**config.mk**
```make
export PLATFORM = sky130hd
export DESIGN_NAME = glk_seq
export DESIGN_NICKNAME = d
export VERILOG_FILES = /design/src/hw/rtl/glk_pkg.sv /design/src/hw/rtl/glk_seq.sv
export SDC_FILE = /design/constraint.sdc
export NUM_CORES = 1
export LEC_CHECK = 0
export BUFFER_PORTS_ARGS = -buffer_cell sky130_fd_sc_hd__buf_2
export CORE_MARGIN = 4
export CORE_UTILIZATION = 35
export DETAILED_ROUTE_END_ITERATION = 10
export GPL_TIMING_DRIVEN = 0
export PLACE_DENSITY = 0.73
export SLEW_MARGIN = 20
export SYNTH_ARGS = -nofsm -noshare
export SYNTH_HDL_FRONTEND = slang
export SYNTH_SLANG_ARGS = --single-unit
```
**constraint.sdc**
```tcl
create_clock -name i_clk -period 7.1 [get_ports i_clk]
set_clock_uncertainty 0.15 [all_clocks]
set_input_delay 1.42 -clock i_clk [delete_from_list [all_inputs] [get_ports i_clk]]
set_output_delay 1.42 -clock i_clk [all_outputs]
set_load 0.01 [all_outputs]
```
**src/hw/rtl/glk_pkg.sv**
```systemverilog
// Shared types and constants of the glyph lookup and kerning block.
// Depends on nothing; every other file of the block but glk_ram imports it.
package glk_pkg;

    localparam int GLYPH_ENTRIES = 256;
    localparam int KERN_ENTRIES  = 1024;

    localparam int GAW = (GLYPH_ENTRIES > 1) ? $clog2(GLYPH_ENTRIES) : 1;
    localparam int KAW = (KERN_ENTRIES > 1) ? $clog2(KERN_ENTRIES) : 1;

    // Counter width: holds num_glyphs, any 11-bit glyph and GLYPH_ENTRIES up to 2048.
    localparam int CNT_W = 12;

    localparam logic [15:0] TOP_BITS = 16'hF800;
    localparam logic [15:0] LIST_END = 16'hFFFF;

    localparam logic [1:0] MODE_GLYPH = 2'd0;
    localparam logic [1:0] MODE_KERN  = 2'd1;
    localparam logic [1:0] MODE_TEXT  = 2'd2;
    localparam logic [1:0] MODE_NONE  = 2'd3;

    typedef struct packed {
        logic [1:0]         mode;
        logic [9:0]         entry_index;
        logic [15:0]        char_code;
        logic [15:0]        glyph_width;
        logic [15:0]        kern_list_start;
        logic [15:0]        pair_first;
        logic [15:0]        pair_second;
        logic signed [15:0] pair_adjust;
        logic               string_start;
    } t_in_item;

    typedef struct packed {
        logic [15:0]        glyph_id;
        logic [15:0]        advance;
        logic signed [15:0] kern_adjust;
    } t_out_item;

    typedef struct packed {
        logic [15:0] code;
        logic [15:0] width;
        logic [15:0] kstart;
    } t_glyph_ent;

    typedef struct packed {
        logic [15:0]        first;
        logic [15:0]        second;
        logic signed [15:0] adjust;
    } t_kern_ent;

    typedef struct packed {
        logic           we;
        logic [GAW-1:0] waddr;
        t_glyph_ent     wdata;
        logic [GAW-1:0] raddr;
    } t_gmem_req;

    typedef struct packed {
        logic           we;
        logic [KAW-1:0] waddr;
        t_kern_ent      wdata;
        logic [KAW-1:0] raddr;
    } t_kmem_req;

    typedef enum logic [2:0] {
        S_IDLE   = 3'd0,
        S_SEARCH = 3'd1,
        S_GREAD  = 3'd2,
        S_GWAIT  = 3'd3,
        S_KERN   = 3'd4,
        S_KWAIT  = 3'd5,
        S_OUT    = 3'd6
    } t_state;

endpackage

```
**src/hw/rtl/glk_seq.sv**
```systemverilog
// Sequencer of the glyph lookup: table loads, linear code search, kern walk.
// Depends on glk_pkg; drives the glyph and kern RAM ports.
module glk_seq (
    input  logic                i_clk,
    input  logic                i_rst_n,
    input  logic                i_in_valid,
    output logic                o_in_stall,
    input  glk_pkg::t_in_item   i_in_data,
    output logic                o_out_valid,
    input  logic                i_out_stall,
    output glk_pkg::t_out_item  o_out_data,
    input  logic                i_cfg_valid,
    output logic                o_cfg_ready,
    input  logic [8:0]          i_cfg_data,
    output glk_pkg::t_gmem_req  o_gmem,
    input  glk_pkg::t_glyph_ent i_grdata,
    output glk_pkg::t_kmem_req  o_kmem,
    input  glk_pkg::t_kern_ent  i_krdata
);
    import glk_pkg::*;

    t_state             r_state, n_state;
    logic [8:0]         r_num, n_num;
    logic               r_pt, n_pt;
    logic [10:0]        r_prev, n_prev;
    logic [15:0]        r_code, n_code;
    logic [CNT_W-1:0]   r_idx, n_idx;
    logic               r_pend, n_pend;
    logic [CNT_W-1:0]   r_pidx, n_pidx;
    logic [15:0]        r_gid, n_gid;
    logic [10:0]        r_g, n_g;
    logic [15:0]        r_adv, n_adv;
    logic [15:0]        r_k, n_k;
    logic signed [15:0] r_adj, n_adj;
    logic               r_out_valid, n_out_valid;
    t_out_item          r_out, n_out;

    logic [CNT_W-1:0]   usable;

    // Mask is applied by the caller; zero when at or above the usable count.
    function automatic logic [10:0] clamp_glyph(input logic [10:0] g,
                                                input logic [CNT_W-1:0] lim);
        return ({1'b0, g} >= lim) ? 11'd0 : g;
    endfunction

    assign usable = (CNT_W'(r_num) < CNT_W'(GLYPH_ENTRIES)) ? CNT_W'(r_num)
                                                           : CNT_W'(GLYPH_ENTRIES);

    always_ff @(posedge i_clk) begin
        if (!i_rst_n) begin
            r_state     <= S_IDLE;
            r_num       <= '0;
            r_pt        <= 1'b0;
            r_prev      <= '0;
            r_pend      <= 1'b0;
            r_out_valid <= 1'b0;
        end else begin
            r_state     <= n_state;
            r_num       <= n_num;
            r_pt        <= n_pt;
            r_prev      <= n_prev;
            r_pend      <= n_pend;
            r_out_valid <= n_out_valid;
        end
        r_code <= n_code;
        r_idx  <= n_idx;
        r_pidx <= n_pidx;
        r_gid  <= n_gid;
        r_g    <= n_g;
        r_adv  <= n_adv;
        r_k    <= n_k;
        r_adj  <= n_adj;
        r_out  <= n_out;
    end

    always_comb begin
        logic pt_now;
        pt_now      = r_pt;
        n_state     = r_state;
        n_num       = r_num;
        n_pt        = r_pt;
        n_prev      = r_prev;
        n_code      = r_code;
        n_idx       = r_idx;
        n_pend      = 1'b0;
        n_pidx      = r_pidx;
        n_gid       = r_gid;
        n_g         = r_g;
        n_adv       = r_adv;
        n_k         = r_k;
        n_adj       = r_adj;
        n_out       = r_out;
        n_out_valid = r_out_valid;

        o_gmem.we           = 1'b0;
        o_gmem.waddr        = i_in_data.entry_index[GAW-1:0];
        o_gmem.wdata.code   = i_in_data.char_code;
        o_gmem.wdata.width  = i_in_data.glyph_width;
        o_gmem.wdata.kstart = i_in_data.kern_list_start;
        o_gmem.raddr        = r_idx[GAW-1:0];
        o_kmem.we           = 1'b0;
        o_kmem.waddr        = i_in_data.entry_index[KAW-1:0];
        o_kmem.wdata.first  = i_in_data.pair_first;
        o_kmem.wdata.second = i_in_data.pair_second;
        o_kmem.wdata.adjust = i_in_data.pair_adjust;
        o_kmem.raddr        = r_k[KAW-1:0];

        if (i_cfg_valid) begin
            n_num = i_cfg_data;
        end
        if (r_out_valid && !i_out_stall) begin
            n_out_valid = 1'b0;
        end

        unique case (r_state)
            S_IDLE: begin
                if (i_in_valid) begin
                    priority if (i_in_data.mode == MODE_GLYPH) begin
                        o_gmem.we = 32'(i_in_data.entry_index) < GLYPH_ENTRIES;
                    end else if (i_in_data.mode == MODE_KERN) begin
                        o_kmem.we = 32'(i_in_data.entry_index) < KERN_ENTRIES;
                    end else if (i_in_data.mode == MODE_TEXT) begin
                        if (i_in_data.string_start) begin
                            pt_now = (i_in_data.char_code == 16'd0) ||
                                     ((i_in_data.char_code & TOP_BITS) == TOP_BITS);
                            n_prev = '0;
                        end
                        n_pt   = pt_now;
                        n_code = i_in_data.char_code;
                        n_idx  = '0;
                        if (pt_now) begin
                            n_gid   = i_in_data.char_code;
                            n_g     = clamp_glyph(i_in_data.char_code[10:0], usable);
                            n_state = S_GREAD;
                        end else begin
                            n_state = S_SEARCH;
                        end
                    end else begin
                        // unused mode: dropped
                    end
                end
            end
            S_SEARCH: begin
                if (r_pend && (i_grdata.code == r_code)) begin
                    n_gid   = 16'(r_pidx);
                    n_g     = clamp_glyph(r_pidx[10:0], usable);
                    n_state = S_GREAD;
                end else if (r_idx < usable) begin
                    n_pend = 1'b1;
                    n_pidx = r_idx;
                    n_idx  = r_idx + CNT_W'(1);
                end else if (!r_pend) begin
                    n_gid   = '0;
                    n_g     = '0;
                    n_state = S_GREAD;
                end
            end
            S_GREAD: begin
                o_gmem.raddr = r_g[GAW-1:0];
                n_state      = S_GWAIT;
            end
            S_GWAIT: begin
                n_adv   = i_grdata.width;
                n_k     = i_grdata.kstart;
                n_adj   = '0;
                n_state = (r_prev == 11'd0) ? S_OUT : S_KERN;
            end
            S_KERN: begin
                if ((r_k == LIST_END) || (32'(r_k) >= KERN_ENTRIES)) begin
                    n_state = S_OUT;
                end else begin
                    n_k     = r_k + 16'd1;
                    n_state = S_KWAIT;
                end
            end
            S_KWAIT: begin
                if ((i_krdata.first == LIST_END) || (i_krdata.second != {5'd0, r_g})) begin
                    n_state = S_OUT;
                end else if (i_krdata.first == {5'd0, r_prev}) begin
                    n_adj   = i_krdata.adjust;
                    n_state = S_OUT;
                end else begin
                    n_state = S_KERN;
                end
            end
            S_OUT: begin
                if (!r_out_valid || !i_out_stall) begin
                    n_out_valid       = 1'b1;
                    n_out.glyph_id    = r_gid;
                    n_out.advance     = r_adv;
                    n_out.kern_adjust = r_adj;
                    n_prev            = r_gid[10:0];
                    n_state           = S_IDLE;
                end
            end
            default: n_state = S_IDLE;
        endcase
    end

    assign o_in_stall  = (r_state != S_IDLE);
    assign o_out_valid = r_out_valid;
    assign o_out_data  = r_out;
    assign o_cfg_ready = 1'b1;

endmodule

```
After elaboration in Yosys (flattened, before gate mapping)

Cells that the tools add are included.

Register bits after elaboration: 189
Output and inout port bits: 185
Logic and storage cells: 157

Add/sub/neg operators: 2
Magnitude comparators: 6
Eq/ne operators: 28
Muxes and demuxes: 72
Bitwise gates (word level): 5
Reduce and logical (&&, ||, !) cells: 27

Operators by type and width:

| kind                                                         | count |
|---|---|
| two-way mux 11 bit                                           | 16 |
| two-way mux 16 bit                                           | 11 |
| case mux 16 bit (2 select lines)                             | 3 |
| two-way mux 12 bit                                           | 6 |
| case mux 11 bit (2 select lines)                             | 2 |
| == test 16 bit (second input constant)                       | 2 |
| two-way mux 3 bit                                            | 8 |
| inequality test 2 bit (second input constant)                | 12 |
| case mux 12 bit (2 select lines)                             | 1 |
| >= comparator 11 x 9 -> 1 bit                                | 2 |
| case mux 3 bit (7 select lines)                              | 1 |
| AND reduction 7 bit                                          | 3 |
| two-way mux 1 bit                                            | 17 |
| adder 16 x 1 -> 16 bit (second input constant)               | 1 |
| == test 16 x 11 -> 1 bit                                     | 1 |
| == test 16 bit                                               | 1 |
| >= comparator 16 x 11 -> 1 bit (second input constant)       | 1 |
| zero test 16 bit                                             | 1 |
| inequality test 16 x 11 -> 1 bit                             | 1 |
| adder 12 x 1 -> 12 bit (second input constant)               | 1 |
| less-than comparator 12 x 9 -> 1 bit                         | 1 |
| zero test 11 bit                                             | 1 |
| less-than comparator 10 x 9 -> 1 bit (second input constant) | 1 |
| two-way mux 2 bit                                            | 5 |
| other kinds (23)                                             | 41 |

Depth between registers and ports, before layout

Depth after elaboration: 14
Depth in mapped cells: 9
Mapped depth without buffers: 9

Least setup slack after synthesis

No wires, ideal clock.

Path type: in2reg
Start: in i_grdata[46] (netlist name)
End: reg r_g[0] (enable)
Setup time: 0.445 ns
Arrival time: 4.066 ns
Path slack: 2.439 ns
Cell stages on the path: 6
Path through: xnor2_1 nand4_1 nor4_1 nand3b_1 o31ai_2 nor3_1

Longest elaborated chain between the ends: 4

Ends and longest elaborated chain:

| item                                   | line           | RTL |
|---|---|---|
| from (decl)                            | glk_seq.sv:16  | `input glk_pkg::t_glyph_ent i_grdata,` |
| == test 16 bit *                       | glk_seq.sv:144 | `if (r_pend && (i_grdata.code == r_code)) begin` |
| logical AND 1 bit *                    | glk_seq.sv:144 |  |
| inequality test 3 bit (no source line) | n/a            |  |
| AND reduction 8 bit (no source line) * | n/a            |  |
| to (signal assigned)                   | glk_seq.sv:69  | `r_g <= n_g;` |
| to (decl)                              | glk_seq.sv:31  | `logic [10:0] r_g, n_g;` |

Mark *: on every way between the ends. The rest lies on a longest branch, timed or not.
A chain may end at the register's enable or synchronous reset.

Worst setup path in the final report

Start: in i_grdata[41] (netlist name)
End: reg r_g[7] (enable)

The elaborated chain is that of the path after synthesis.

==> impl_results.md <==
* Slew @ Worst Pin at about 0.78 ns
* Die W at about 170 microns
* Max_cap viols at 0
* Area grow syn2layout at 28.96%
* Post-route antenna net violation count at 0
* DR DRC count at 0
* Clock Path Buffers at 2
* Clk sink count at 189
* Gr usage total at 0.1713
* Mapped Area at between 9000 and 10000 sq um
* IO buf count at 313
* Synth unique cells at 56
* CP delay by family, top: simple AND/OR/NAND/NOR gates
* Post-Synth XOR/XNOR Area at 0.05454
* Root Driver: clkbuf_16
* Mux cell area share after synthesis at 0.01814
* RSZ-0062 raised after global routing: false
* Relative slew slack at 0.4762
* Pre-antenna DRT Iters at 5
* Final setup fails at 0
* Die Y at 171.1 microns
* Fin. max-slew vios at 0
* Setup Crit Path Kind: input port to register
* Post-DP HPWL at approximately 21 mm
* Placed insts at about 1400
* R2R Setup Slk at between 3 and 4 ns
* Hold Violations, Final at 0
* R2r endpoint: r_g[7]$_DFFE_PP_
* Syn_area_per_cell at 12.06 sq um
* Total wire length at approximately 27 mm
* Critical-path cell list: buf_2, xnor2_1, nand4_1, nor4_1, nand3b_1, o31ai_2, nor3_2, buf_4, buf_4, buf_4
* Fillers at between 2000 and 2500
* Status: completed
* Adder-Cell Fraction of Synth Area at 0.03896
* Worst min-delay path category: register to register
* Maximum VDD drop at around 0.16 mV
* Power Density at between 200 and 250 nW/um^2
* Clock Latency Late Sink at 0.43 ns
* Global placer's final weighted congestion at approximately 0.85
* Area of the core at 26130 sq um
* YS warnings at 0
* Simple-gate portion of the synthesized area at 0.1304
* First-pass GRT wire length at 38.11 mm
* Synth Area in Compound Gates at 0.05817
* DRT iter0 DRCs at around 500
* Starting Density at 0.3564
* Seq/Total Area, Yosys at 0.5814
* Largest net degree at the start of global routing at 53
* Hold path cells at 0
* CP most frequent cell: buf_4
* Clock buffer count from CTS at 17
* Final Instance Count excl. Fillers at about 1500
* Die Area at 29290 sq um
* Via count at between 6000 and 7000
* #FFs+latches synth at 189
* CP Launch Type: input port
* Primary FF master, synth: edfxtp_1
* FMAX at between 200 and 300 MHz
* Fraction of synthesis flops using an asynchronous set or reset pin at 0
* Leakage at around 5.1 nW
* Largest family of logic cells by synthesized area: simple AND/OR/NAND/NOR gates
* Vias per inst at 4.677
* Final worst path period need at 3.857 ns
* Antenna violations before repair at 2
* Worst hold start: r_gid[14]$_SDFFCE_PP0P_
* CP max-delay cell: nor4_1
* Hold Path End: o_out_data[46]$_DFFE_PP_
* Post-Synthesis Cells at just under 800
* H-tree levels at 4
* Post-CTS resize count at 0
* CTS tree: done
* Setup bufs post-CTS at 0
* Share of layout cells above drive strength 1 at 0.4507
* Post-synth EDFFs at ~160
* WL/cell at 18.25 microns
* N_diodes at 0
* Gr ovfl total at 0
* FF-to-FF path depth at 12
* CP endpoint kind: register
* Critical path arrival at 3.84 ns
* Setup TNS at 0 ns
* Number of global-route vias before repair at about 6600
* CP bufs+invs at 4
* Tcrit/Tclk final at 0.5432
* Clk slew on worst S/H paths at about 0.080 ns
* Final #Nets at ~1400
* CTS Hold Buffers Added at 0
* Num ports at between 400 and 500
* CP peak stage delay at roughly 0.53 ns
* Reg2reg start: r_num[8]$_SDFFE_PN0P_
* Critical path data required time at 7.08 ns
* Number of core rows at 59
* CP Max Fanout at 10
## worst max-delay path by stage
| stage | startpoint | to | cells past startpoint |
|---|---|---|---|
| final | i_grdata[41] | r_g[7]$_DFFE_PP_ | 10 |
| after floorplan | i_grdata[46] | r_g[0]$_DFFE_PP_ | 6 |
| after CTS | i_grdata[41] | r_g[10]$_DFFE_PP_ | 10 |
| after global routing | i_grdata[46] | r_g[4]$_DFFE_PP_ | 10 |
| after global placement | i_grdata[41] | r_g[5]$_DFFE_PP_ | 7 |
| after detailed placement | i_grdata[41] | r_g[5]$_DFFE_PP_ | 10 |
## sequential cells by signal (all words and copies together), names as in the netlist
| signal | cells |
|---|---|
| r_pend | 1 |
| r_adv | 16 |
| r_adj | 16 |
| r_g | 11 |
| o_out_data | 48 |
| r_code | 16 |
| r_num | 9 |
| r_pidx | 12 |
| r_idx | 12 |
| r_state | 3 |
| r_k | 16 |
| r_pt | 1 |
| o_out_valid | 1 |
| r_prev | 11 |
| r_gid | 16 |
## cells by family (layout without fill, tap and decap cells)
| kind of cell | Yosys count | after routing |
|---|---|---|
| AND/OR/NAND/NOR | 239 | 239 |
| flip-flops | 189 | 189 |
| other | 2 | 3 |
| multiplexers | 16 | 16 |
| XOR/XNOR | 58 | 58 |
| AO/OA/AOI/OAI | 82 | 82 |
| buffers and inverters | 157 | 509 |
| adder cells (fa/ha/maj) | 29 | 29 |
## cells in the mapped netlist, types with 3 or more instances
master | n | area [sq um]
edfxtp_1 | 163 | 4895
buf_4 | 128 | 960.9
nand2_1 | 68 | 255.2
nor2_1 | 45 | 168.9
xnor2_1 | 41 | 359.1
ha_1 | 29 | 362.9
o21ai_0 | 27 | 135.1
dfxtp_1 | 26 | 520.5
nand3_1 | 26 | 130.1
and2_1 | 21 | 131.4
nand4_1 | 19 | 118.9
xor2_1 | 17 | 148.9
a21oi_1 | 16 | 80.08
clkbuf_1 | 15 | 56.30
nor4_1 | 13 | 81.33
a22oi_1 | 11 | 82.58
mux2i_1 | 9 | 90.09
nor3_1 | 9 | 45.04
and3_1 | 7 | 43.79
inv_1 | 7 | 26.28
a32o_1 | 6 | 60.06
nand2b_1 | 5 | 31.28
or3_1 | 5 | 31.28
a21o_1 | 4 | 30.03
mux2_1 | 4 | 45.04
a211oi_1 | 3 | 22.52
a32o_2 | 3 | 33.78
buf_6 | 3 | 33.78
mux2_2 | 3 | 33.78
nand3b_1 | 3 | 22.52
## layout by cell type, fill, tap and decap left out, types with 3 or more instances in the layout
cell type    n
o21ai_0     26
a21o_1       4
dfxtp_1     26
mux2i_1      9
nand3b_1     3
nor2_1      44
a21oi_1     15
buf_2      315
mux2_1       4
nand2_1     68
ha_1        29
clkbuf_16   17
buf_6        6
inv_6        5
clkbuf_1    14
nand3_1     26
inv_8        3
conb_1       3
xor2_1      17
and2_1      21
inv_1        7
nor4_1      13
clkinv_8     5
a32o_2       3
or3_1        5
a22oi_1     11
edfxtp_1   163
nor3_1       7
and3_1       7
nand2b_1     5
a211oi_1     3
nand4_1     19
mux2_2       3
a32o_1       6
buf_4      132
xnor2_1     41
## through the flow
stage	hold WS [ns]	worst slack (ns)	instance area (sq um)	power, mW	utilization
4_1_cts	0.2612	3.194	12010	2.447	0.4596
3_5_place_dp	0.2545	2.753	11420	1.505	0.4369
2_1_floorplan	0.2503	2.439	9318	1.386	-
3_3_place_gp	0.2506	0.8670	11300	1.499	0.4325
5_1_grt	0.2729	3.064	12010	2.525	0.4596
6_report	0.2551	3.243	12010	2.417	0.4596
## area by class of cell
class                           instances  area (sq um)  area share
Sequential cell                       189          5415      0.4508
Multi-Input combinational cell        427          2828      0.2354
Inverter                                9         33.78    0.002813
Timing Repair Buffer                  321          1658      0.1380
Clock inverter                         14         167.7     0.01396
Clock buffer                           17         425.4     0.03542
Tap cell                              335         419.2     0.03490
Buffer                                148          1065     0.08865
## power by group
group	switching, mW	total [mW]	internal [mW]
registers	0.00976	1.22	1.21
logic	0.125	0.255	0.130
clock network	0.464	0.939	0.475
## routing by layer
layer / vias up / track usage / part of all wire
met1: 3191 / 0.2212 / 0.41
met4: 4 / 0.03410 / 0.012
met5: - / 0 / 0.00083
li1: 3330 / - / -
met2: 276 / 0.2870 / 0.49
met3: 28 / 0.05291 / 0.085
Power figures use the tool's default switching activity.
